`config.mk`:
```
export PLATFORM = sky130hd
export DESIGN_NAME = serial_adc_read_sequencer_unit
export DESIGN_NICKNAME = d
export VERILOG_FILES = /design/src/design/sars_pkg.sv /design/src/design/sars_fsm.sv /design/src/design/sars_skid.sv /design/src/design/serial_adc_read_sequencer_unit.sv
export SDC_FILE = /design/constraint.sdc
export NUM_CORES = 1
export LEC_CHECK = 0
export ABC_AREA = 1
export BUFFER_PORTS_ARGS = -buffer_cell sky130_fd_sc_hd__buf_2
export CELL_PAD_IN_SITES_DETAIL_PLACEMENT = 0
export CELL_PAD_IN_SITES_GLOBAL_PLACEMENT = 1
export CORE_MARGIN = 8
export CORE_UTILIZATION = 35
export CTS_CLUSTER_SIZE = 25
export DETAILED_ROUTE_END_ITERATION = 16
export GPL_TIMING_DRIVEN = 1
export PLACE_DENSITY_LB_ADDON = 0.1
export SLEW_MARGIN = 20
export SYNTH_ARGS = -nofsm -noshare
export SYNTH_HDL_FRONTEND = slang
export SYNTH_SLANG_ARGS = --single-unit
```
`constraint.sdc`:
```
create_clock -name clk -period 2.55 [get_ports clk]
set_clock_uncertainty 0.05 [all_clocks]
set_input_delay 0.3825 -clock clk [delete_from_list [all_inputs] [get_ports clk]]
set_output_delay 0.3825 -clock clk [all_outputs]
set_load 0.005 [all_outputs]
```
`src/design/sars_pkg.sv`:
```
// Shared types and constants for the serial ADC read sequencer.
package sars_pkg;

	localparam int ADDRESS_BITS = 4;
	localparam int SAMPLE_BITS  = 10;
	localparam int DUMMY_CLOCKS = 6;
	localparam int CFG_WIDTH    = 8;
	localparam int CFG_INDEX_W  = 3;

	// configuration register indexes
	localparam logic [CFG_INDEX_W-1:0] REG_SELECT_TICKS   = 3'd0;
	localparam logic [CFG_INDEX_W-1:0] REG_ADDR_SETUP     = 3'd1;
	localparam logic [CFG_INDEX_W-1:0] REG_POLL_INTERVAL  = 3'd2;
	localparam logic [CFG_INDEX_W-1:0] REG_POLL_LIMIT     = 3'd3;
	localparam logic [CFG_INDEX_W-1:0] REG_SETTLE_TICKS   = 3'd4;
	localparam logic [CFG_INDEX_W-1:0] REG_READ_BIT_TICKS = 3'd5;

	// status codes
	localparam logic [1:0] STATUS_OK      = 2'd0;
	localparam logic [1:0] STATUS_TIMEOUT = 2'd1;
	localparam logic [1:0] STATUS_BUSY    = 2'd2;

	typedef enum logic [3:0] {
		PH_IDLE         = 4'd0,
		PH_SEL1_HI      = 4'd1,
		PH_SEL1_LO      = 4'd2,
		PH_ADDR_SETUP   = 4'd3,
		PH_ADDR_CLK     = 4'd4,
		PH_POLL_CHECK   = 4'd5,
		PH_POLL_WAIT    = 4'd6,
		PH_SETTLE       = 4'd7,
		PH_SEL2_HI      = 4'd8,
		PH_SEL2_LO      = 4'd9,
		PH_READ_CLK     = 4'd10,
		PH_READ_GAP     = 4'd11,
		PH_DONE_OK      = 4'd12,
		PH_DONE_TIMEOUT = 4'd13,
		PH_DONE_BUSY    = 4'd14
	} phase_t;

	typedef struct packed {
		logic [7:0] select_ticks;
		logic [7:0] address_setup_ticks;
		logic [7:0] poll_interval_ticks;
		logic [3:0] poll_limit;
		logic [7:0] settle_ticks;
		logic [7:0] read_bit_ticks;
	} cfg_t;

	typedef struct packed {
		logic                   io_clock;
		logic                   address_line;
		logic                   chip_select;
		logic                   busy_res;
		logic                   done_res;
		logic [1:0]             status;
		logic [SAMPLE_BITS-1:0] sample;
	} result_t;

endpackage

```
`src/design/sars_fsm.sv`:
```
// Phase machine: pin levels from the current phase, state advance per accepted tick.
module sars_fsm (
	input  logic                                clk,
	input  logic                                arst_n,
	input  logic                                step,
	input  logic                                start_req,
	input  logic [sars_pkg::ADDRESS_BITS-1:0]   channel,
	input  logic                                eoc_level,
	input  logic                                dout_level,
	input  sars_pkg::cfg_t                      cfg,
	output sars_pkg::result_t                   res
);

	localparam int AB = sars_pkg::ADDRESS_BITS;
	localparam int SB = sars_pkg::SAMPLE_BITS;
	localparam logic [3:0] ADDR_CLOCKS  = 4'(AB);
	localparam logic [3:0] FRAME_CLOCKS = 4'(AB + sars_pkg::DUMMY_CLOCKS);
	localparam logic [3:0] READ_CLOCKS  = 4'(SB);

	sars_pkg::phase_t phase_q, phase_n;
	logic [3:0]    bit_q, bit_n;
	logic [7:0]    delay_q, delay_n;
	logic [3:0]    poll_q, poll_n;
	logic [AB-1:0] addr_q, addr_n;
	logic [SB-1:0] smp_q, smp_n;

	logic       expired;
	logic [7:0] delay_dec;
	logic [3:0] bit_inc;

	assign expired   = (delay_q <= 8'd1);
	assign delay_dec = expired ? 8'd0 : delay_q - 8'd1;
	assign bit_inc   = bit_q + 4'd1;

	always_comb begin
		phase_n = phase_q;
		bit_n   = bit_q;
		delay_n = delay_q;
		poll_n  = poll_q;
		addr_n  = addr_q;
		smp_n   = smp_q;
		case (phase_q)
			sars_pkg::PH_IDLE: begin
				if (start_req) begin
					if (eoc_level) begin
						addr_n  = channel;
						bit_n   = 4'd0;
						poll_n  = 4'd0;
						smp_n   = '0;
						delay_n = cfg.select_ticks;
						phase_n = sars_pkg::PH_SEL1_HI;
					end else begin
						phase_n = sars_pkg::PH_DONE_BUSY;
					end
				end
			end
			sars_pkg::PH_SEL1_HI: begin
				delay_n = delay_dec;
				if (expired) begin
					delay_n = cfg.select_ticks;
					phase_n = sars_pkg::PH_SEL1_LO;
				end
			end
			sars_pkg::PH_SEL1_LO: begin
				delay_n = delay_dec;
				if (expired) begin
					delay_n = cfg.address_setup_ticks;
					phase_n = sars_pkg::PH_ADDR_SETUP;
				end
			end
			sars_pkg::PH_ADDR_SETUP: begin
				delay_n = delay_dec;
				if (expired)
					phase_n = sars_pkg::PH_ADDR_CLK;
			end
			sars_pkg::PH_ADDR_CLK: begin
				addr_n = {addr_q[AB-2:0], 1'b0};
				bit_n  = bit_inc;
				if (bit_inc >= FRAME_CLOCKS) begin
					poll_n  = 4'd0;
					phase_n = sars_pkg::PH_POLL_CHECK;
				end else begin
					// dummy clocks after the address use a one-tick setup
					delay_n = (bit_inc < ADDR_CLOCKS) ? cfg.address_setup_ticks : 8'd1;
					phase_n = sars_pkg::PH_ADDR_SETUP;
				end
			end
			sars_pkg::PH_POLL_CHECK: begin
				if (poll_q >= cfg.poll_limit) begin
					phase_n = sars_pkg::PH_DONE_TIMEOUT;
				end else if (eoc_level) begin
					delay_n = cfg.settle_ticks;
					phase_n = sars_pkg::PH_SETTLE;
				end else begin
					delay_n = cfg.poll_interval_ticks;
					phase_n = sars_pkg::PH_POLL_WAIT;
				end
			end
			sars_pkg::PH_POLL_WAIT: begin
				delay_n = delay_dec;
				if (expired) begin
					poll_n  = poll_q + 4'd1;
					phase_n = sars_pkg::PH_POLL_CHECK;
				end
			end
			sars_pkg::PH_SETTLE: begin
				delay_n = delay_dec;
				if (expired) begin
					delay_n = cfg.select_ticks;
					phase_n = sars_pkg::PH_SEL2_HI;
				end
			end
			sars_pkg::PH_SEL2_HI: begin
				delay_n = delay_dec;
				if (expired) begin
					delay_n = cfg.select_ticks;
					phase_n = sars_pkg::PH_SEL2_LO;
				end
			end
			sars_pkg::PH_SEL2_LO: begin
				delay_n = delay_dec;
				if (expired) begin
					bit_n   = 4'd0;
					phase_n = sars_pkg::PH_READ_CLK;
				end
			end
			sars_pkg::PH_READ_CLK: begin
				smp_n   = {smp_q[SB-2:0], dout_level};
				bit_n   = bit_inc;
				delay_n = cfg.read_bit_ticks;
				phase_n = sars_pkg::PH_READ_GAP;
			end
			sars_pkg::PH_READ_GAP: begin
				delay_n = delay_dec;
				if (expired)
					phase_n = (bit_q >= READ_CLOCKS) ? sars_pkg::PH_DONE_OK
						: sars_pkg::PH_READ_CLK;
			end
			default: begin
				phase_n = sars_pkg::PH_IDLE;
			end
		endcase
	end

	// pin levels and status follow the phase held at the start of the tick
	always_comb begin
		res              = '0;
		res.chip_select  = 1'b1;
		res.busy_res     = (phase_q >= sars_pkg::PH_SEL1_HI) && (phase_q <= sars_pkg::PH_READ_GAP);
		case (phase_q)
			sars_pkg::PH_SEL1_LO, sars_pkg::PH_SEL2_LO, sars_pkg::PH_READ_GAP: begin
				res.chip_select = 1'b0;
			end
			sars_pkg::PH_ADDR_SETUP: begin
				res.chip_select  = 1'b0;
				res.address_line = addr_q[AB-1];
			end
			sars_pkg::PH_ADDR_CLK: begin
				res.chip_select  = 1'b0;
				res.io_clock     = 1'b1;
				res.address_line = addr_q[AB-1];
			end
			sars_pkg::PH_READ_CLK: begin
				res.chip_select = 1'b0;
				res.io_clock    = 1'b1;
			end
			sars_pkg::PH_DONE_OK: begin
				res.done_res = 1'b1;
				res.status   = sars_pkg::STATUS_OK;
				res.sample   = smp_q;
			end
			sars_pkg::PH_DONE_TIMEOUT: begin
				res.done_res = 1'b1;
				res.status   = sars_pkg::STATUS_TIMEOUT;
			end
			sars_pkg::PH_DONE_BUSY: begin
				res.done_res = 1'b1;
				res.status   = sars_pkg::STATUS_BUSY;
			end
			default: begin
			end
		endcase
	end

	always_ff @(posedge clk or negedge arst_n) begin
		if (!arst_n) begin
			phase_q <= sars_pkg::PH_IDLE;
			bit_q   <= '0;
			delay_q <= '0;
			poll_q  <= '0;
			addr_q  <= '0;
			smp_q   <= '0;
		end else if (step) begin
			phase_q <= phase_n;
			bit_q   <= bit_n;
			delay_q <= delay_n;
			poll_q  <= poll_n;
			addr_q  <= addr_n;
			smp_q   <= smp_n;
		end
	end

endmodule

```
`src/design/sars_skid.sv`:
```
// Result register with a skid entry so the input side never waits on out_stall directly.
module sars_skid (
	input  logic              clk,
	input  logic              arst_n,
	input  logic              push,
	input  sars_pkg::result_t push_data,
	output logic              full,
	output logic              out_valid,
	input  logic              out_stall,
	output sars_pkg::result_t out_data
);

	logic              main_v_q, skid_v_q;
	sars_pkg::result_t main_q, skid_q;
	logic              take;

	assign take      = main_v_q && !out_stall;
	assign full      = skid_v_q;
	assign out_valid = main_v_q;
	assign out_data  = main_q;

	always_ff @(posedge clk or negedge arst_n) begin
		if (!arst_n) begin
			main_v_q <= 1'b0;
			skid_v_q <= 1'b0;
		end else begin
			if (push) begin
				// push only happens with the skid entry empty
				if (!main_v_q || take)
					main_v_q <= 1'b1;
				else
					skid_v_q <= 1'b1;
			end else if (take) begin
				main_v_q <= skid_v_q;
				skid_v_q <= 1'b0;
			end
		end
	end

	always_ff @(posedge clk) begin
		if (push) begin
			if (!main_v_q || take)
				main_q <= push_data;
			else
				skid_q <= push_data;
		end else if (take && skid_v_q) begin
			main_q <= skid_q;
		end
	end

endmodule

```
`src/design/serial_adc_read_sequencer_unit.sv`:
```
// Top level of the serial ADC read sequencer: config registers, phase machine, result buffer.
//
//  channel   direction  handshake              beat payload
//  input     in         in_valid / in_stall    start_req, channel, eoc_level, dout_level
//  output    out        out_valid / out_stall  io_clock .. sample (one per input beat)
//  config    in         wr_en (no wait)        wr_index, wr_data
//
// One input beat per clock while in_stall is low; each beat is one tick of the phase
// machine and yields one result beat, registered in the result register or skid entry.
// in_stall rises only when both result entries are full, so up to two results are held.
// Reset puts the phase machine in idle and the config registers at their defaults.
module serial_adc_read_sequencer_unit (
	input  logic                                clk,
	input  logic                                arst_n,
	input  logic                                in_valid,
	output logic                                in_stall,
	input  logic                                start_req,
	input  logic [sars_pkg::ADDRESS_BITS-1:0]   channel,
	input  logic                                eoc_level,
	input  logic                                dout_level,
	output logic                                out_valid,
	input  logic                                out_stall,
	output logic                                io_clock,
	output logic                                address_line,
	output logic                                chip_select,
	output logic                                busy_res,
	output logic                                done_res,
	output logic [1:0]                          status,
	output logic [sars_pkg::SAMPLE_BITS-1:0]    sample,
	input  logic                                wr_en,
	input  logic [sars_pkg::CFG_INDEX_W-1:0]    wr_index,
	input  logic [sars_pkg::CFG_WIDTH-1:0]      wr_data
);

	sars_pkg::cfg_t    cfg_q;
	sars_pkg::result_t tick_res, out_res;
	logic              accept, skid_full;

	assign in_stall = skid_full;
	assign accept   = in_valid && !skid_full;

	always_ff @(posedge clk or negedge arst_n) begin
		if (!arst_n) begin
			cfg_q.select_ticks        <= 8'd1;
			cfg_q.address_setup_ticks <= 8'd2;
			cfg_q.poll_interval_ticks <= 8'd10;
			cfg_q.poll_limit          <= 4'd10;
			cfg_q.settle_ticks        <= 8'd10;
			cfg_q.read_bit_ticks      <= 8'd1;
		end else if (wr_en) begin
			case (wr_index)
				sars_pkg::REG_SELECT_TICKS:   cfg_q.select_ticks        <= wr_data;
				sars_pkg::REG_ADDR_SETUP:     cfg_q.address_setup_ticks <= wr_data;
				sars_pkg::REG_POLL_INTERVAL:  cfg_q.poll_interval_ticks <= wr_data;
				sars_pkg::REG_POLL_LIMIT:     cfg_q.poll_limit          <= wr_data[3:0];
				sars_pkg::REG_SETTLE_TICKS:   cfg_q.settle_ticks        <= wr_data;
				sars_pkg::REG_READ_BIT_TICKS: cfg_q.read_bit_ticks      <= wr_data;
				default: begin
				end
			endcase
		end
	end

	sars_fsm u_fsm (
		.clk        (clk),
		.arst_n     (arst_n),
		.step       (accept),
		.start_req  (start_req),
		.channel    (channel),
		.eoc_level  (eoc_level),
		.dout_level (dout_level),
		.cfg        (cfg_q),
		.res        (tick_res)
	);

	sars_skid u_skid (
		.clk       (clk),
		.arst_n    (arst_n),
		.push      (accept),
		.push_data (tick_res),
		.full      (skid_full),
		.out_valid (out_valid),
		.out_stall (out_stall),
		.out_data  (out_res)
	);

	assign io_clock     = out_res.io_clock;
	assign address_line = out_res.address_line;
	assign chip_select  = out_res.chip_select;
	assign busy_res     = out_res.busy_res;
	assign done_res     = out_res.done_res;
	assign status       = out_res.status;
	assign sample       = out_res.sample;

endmodule
```
==> run_results.csv <==
group,metric,value,unit
power_and_ir_drop,p_leak,3.28,nW
power_and_ir_drop,powerDensity,1180,nW/um2
global_route,track_usage,0.154,
placement,globalplace.congestion,0.870,
clocking,cts.htree.levels,4,
global_route,antenna_found_initial,0,
setup_path,crit_required,2.81,ns
floorplanning,rows,46,
sta,fin_crit,2.23,ns
synthesis,synth_edf_count,34,
synthesis,synth-seq-cells,114,
floorplanning,die_w,144,um
drt,wl_per_cell,14.9,um
clocking,postCtsSetupBuffers,0,
sta,fmax,0.448,GHz
cells_and_area,drive_gt1_frac,0.158,
clocking,cts_buffer_depth,2,
sta,setup_viol,0,
clocking,cts_resized,0,
cells_and_area,diodes,0,
synthesis,syn_inst,694,
synthesis,post-synth-top-area-cell,"dfrtp_1",
sta,worst_slew_pin_slew,0.675,ns
setup_path,cp-startpoint,"u_fsm.delay_q[0]",
power_and_ir_drop,ir_drop,0.473,mV
synthesis,ys_async_sr_fraction,0.702,
worst_hold_path,hold_class,"input port to register",
setup_path,r2r_cells,12,
floorplanning,die_h,144,um
sta,holdWs,0.163,ns
cells_and_area,finalNetCount,785,
cells_and_area,syn2layout_area_growth,19.9,%
synthesis,synth_top_area_frac,0.311,
synthesis,synthesis.area,5710,um2
synthesis,ys_types,40,
sta,finalHoldViolCount,0,
setup_path,critPathMaxFanout,22,
sta,rsz0062_at_grt,"false",
placement,hpwl,10.7,mm
setup_path,critPathCapture,"u_fsm.delay_q[5]",
drt,routed_wl,14.6,mm
setup_path,critPathArrivalTime,2.49,ns
clocking,numCtsBuffers,17,
setup_path,rrSetupSlack,0.32,ns
clocking,root_buffer,"clkbuf_16",
drt,num_vias,4721,
sta,tns,0,ns
synthesis,synth_common_cells,"233 x nand2_1, 73 x nor2_1, 71 x dfrtp_1",
synthesis,yosys-top-cells-area,"dfrtp_1 31%, edfxtp_1 18%, nand2_1 15%",
drt,antenna_left,0,
placement,io_buffers,41,
floorplanning,io_pins,42,
synthesis,ys_seq_area_frac,0.532,
setup_path,crit-reg2reg-capture,"u_fsm.delay_q[5]",
floorplanning,dieArea,20600,um2
clocking,clock-sinks,114,
global_route,grt_pass1_wl,24.4,mm
clocking,cts.clk_slew.worst_paths,0.06,ns
sta,slew_headroom,0.550,
cells_and_area,nFillCells,1642,
drt,vias_per_cell,4.81,
synthesis,synth_flop_cell,"dfrtp_1",
synthesis,synth_most_common_cell,"nand2_1",
global_route,grt-ovfl-total,0,
synthesis,syn-num-nets,726,
drt,firstDrtPassIters,5,
synthesis,ys_warn_count,0,
setup_path,criticalPathCategory,"register to register",
setup_path,critPathCaptureType,"register",
clocking,insertion_delay,0.42,ns
global_route,grt_max_degree,37,
outcome,status,"finished, final reports clean",
setup_path,startpoint_type,"register",
sta,slew_violations,0,
flow_run,maxCapViolations,0,
sta,fin_crit_sh,0.875,
floorplanning,initial_utilization,0.359,
setup_path,reg2reg_from,"u_fsm.delay_q[0]",
clocking,cts_tree,"done",
global_route,grt_pass1_vias,4723,
synthesis,syn_area_per_cell,8.22,um2
drt,drc,0,
clocking,hold_buffers,1,
floorplanning,core-area,15900,um2
drt,drt_iter0_drc,275,
-- registers in the layout, summed over array words and instances (netlist names) --
name	flops
u_fsm.poll_q	4
u_fsm.phase_q	4
u_fsm.smp_q	10
u_skid.out_data	17
u_fsm.addr_q	4
u_skid.out_valid	1
u_fsm.delay_q	8
u_skid.full	1
u_fsm.bit_q	4
u_skid.skid_q	17
cfg_q	44
-- logic make-up (layout without fill, tap and decap cells) --
| kind of cell | count (synthesis) | count (layout) | synth area share |
|---|---|---|---|
| and+or+nand+nor | 365 | 365 | 0.266 |
| DFF | 114 | 114 | 0.532 |
| AOI/OAI and AO/OA | 113 | 113 | 0.110 |
| buffers and inverters | 86 | 158 | 0.0616 |
| adders and majority gates | 9 | 9 | 0.0197 |
| xor gates and xnor gates | 7 | 7 | 0.0107 |
-- worst max-delay path, cell delays in order, from the launching register on --
cell	delay, ns
dfrtp_1	0.42
inv_1	0.13
ha_1	0.21
o21ai_0	0.17
nor2_4	0.28
inv_2	0.22
or2_2	0.32
nand2_1	0.06
nand2_1	0.05
nand2_1	0.06
nand2_1	0.05
nand2_1	0.06
nand2_1	0.05
-- layout make-up --
type,instances,area [um2],share of cell area
flip-flops and latches,114,3030,0.443
multi-input cells,494,2320,0.339
clock buffers,17,425,0.0622
repair buffers,56,323,0.0472
well taps,216,270,0.0395
inverters,70,263,0.0384
clock inverters,15,206,0.0302
-- stage by stage --
stage               area [um2]  setup WS, ns  total power, W  cells   util
global route              6840        0.0916         0.00868    982  0.431
finish                    6840         0.319         0.00806    982  0.431
global placement          6200         0.391         0.00557    949  0.390
detailed placement        6200         0.307         0.00559    949  0.390
floorplan                 5710         0.169         0.00469    694      -
CTS                       6840         0.285         0.00819    982  0.431
-- worst min path at each step --
stage,from,end,slack (ns),depth (start not counted)
5_1_grt,channel[0],u_fsm.addr_q[0],0.17,3
4_1_cts,channel[0],u_fsm.addr_q[0],0.15,3
2_1_floorplan,arst_n,cfg_q[10],0.04,0
3_3_place_gp,arst_n,cfg_q[24],0.34,1
6_report,channel[0],u_fsm.addr_q[0],0.16,3
3_5_place_dp,arst_n,cfg_q[24],0.34,1
-- power breakdown --
part           switching (W)  total (W)  internal [W]
clock network       0.000904    0.00255       0.00164
registers           0.000295    0.00276       0.00246
logic                0.00182    0.00276      0.000941
total                0.00302    0.00806       0.00505
-- placed cells by master, fill, tap and decap left out, types with 2 or more instances in the layout --
master and count:
nor2_4 3, nor2_1 73, inv_1 64, nand2_1 233
bufinv_16 4, buf_2 40, inv_2 3, clkinv_4 4
nand2_2 4, clkinv_1 3, ha_1 9, nand4_1 2
buf_4 15, o211ai_1 7, clkbuf_16 17, dfstp_2 9
o31ai_1 4, edfxtp_1 34, o21bai_1 2, nor2_2 4
a21oi_1 10, clkinv_2 2, o22ai_1 12, nand3_1 33
a31oi_1 3, or2_2 4, o21ai_2 2, nand3_2 2
clkinvlp_4 2, o21ai_0 68, dfrtp_1 71, inv_6 3
xor2_1 4, o21ai_1 4, xnor2_1 3
-- per-layer routing --
layer	global-route usage	routed length, um	vias up
met4	0.0603	335	0
met5	0	0	-
met2	0.253	7030	91
met3	0.0375	566	24
met1	0.192	6650	2236
li1	-	-	2370
Note: power is estimated with default switching activity, not from simulation.
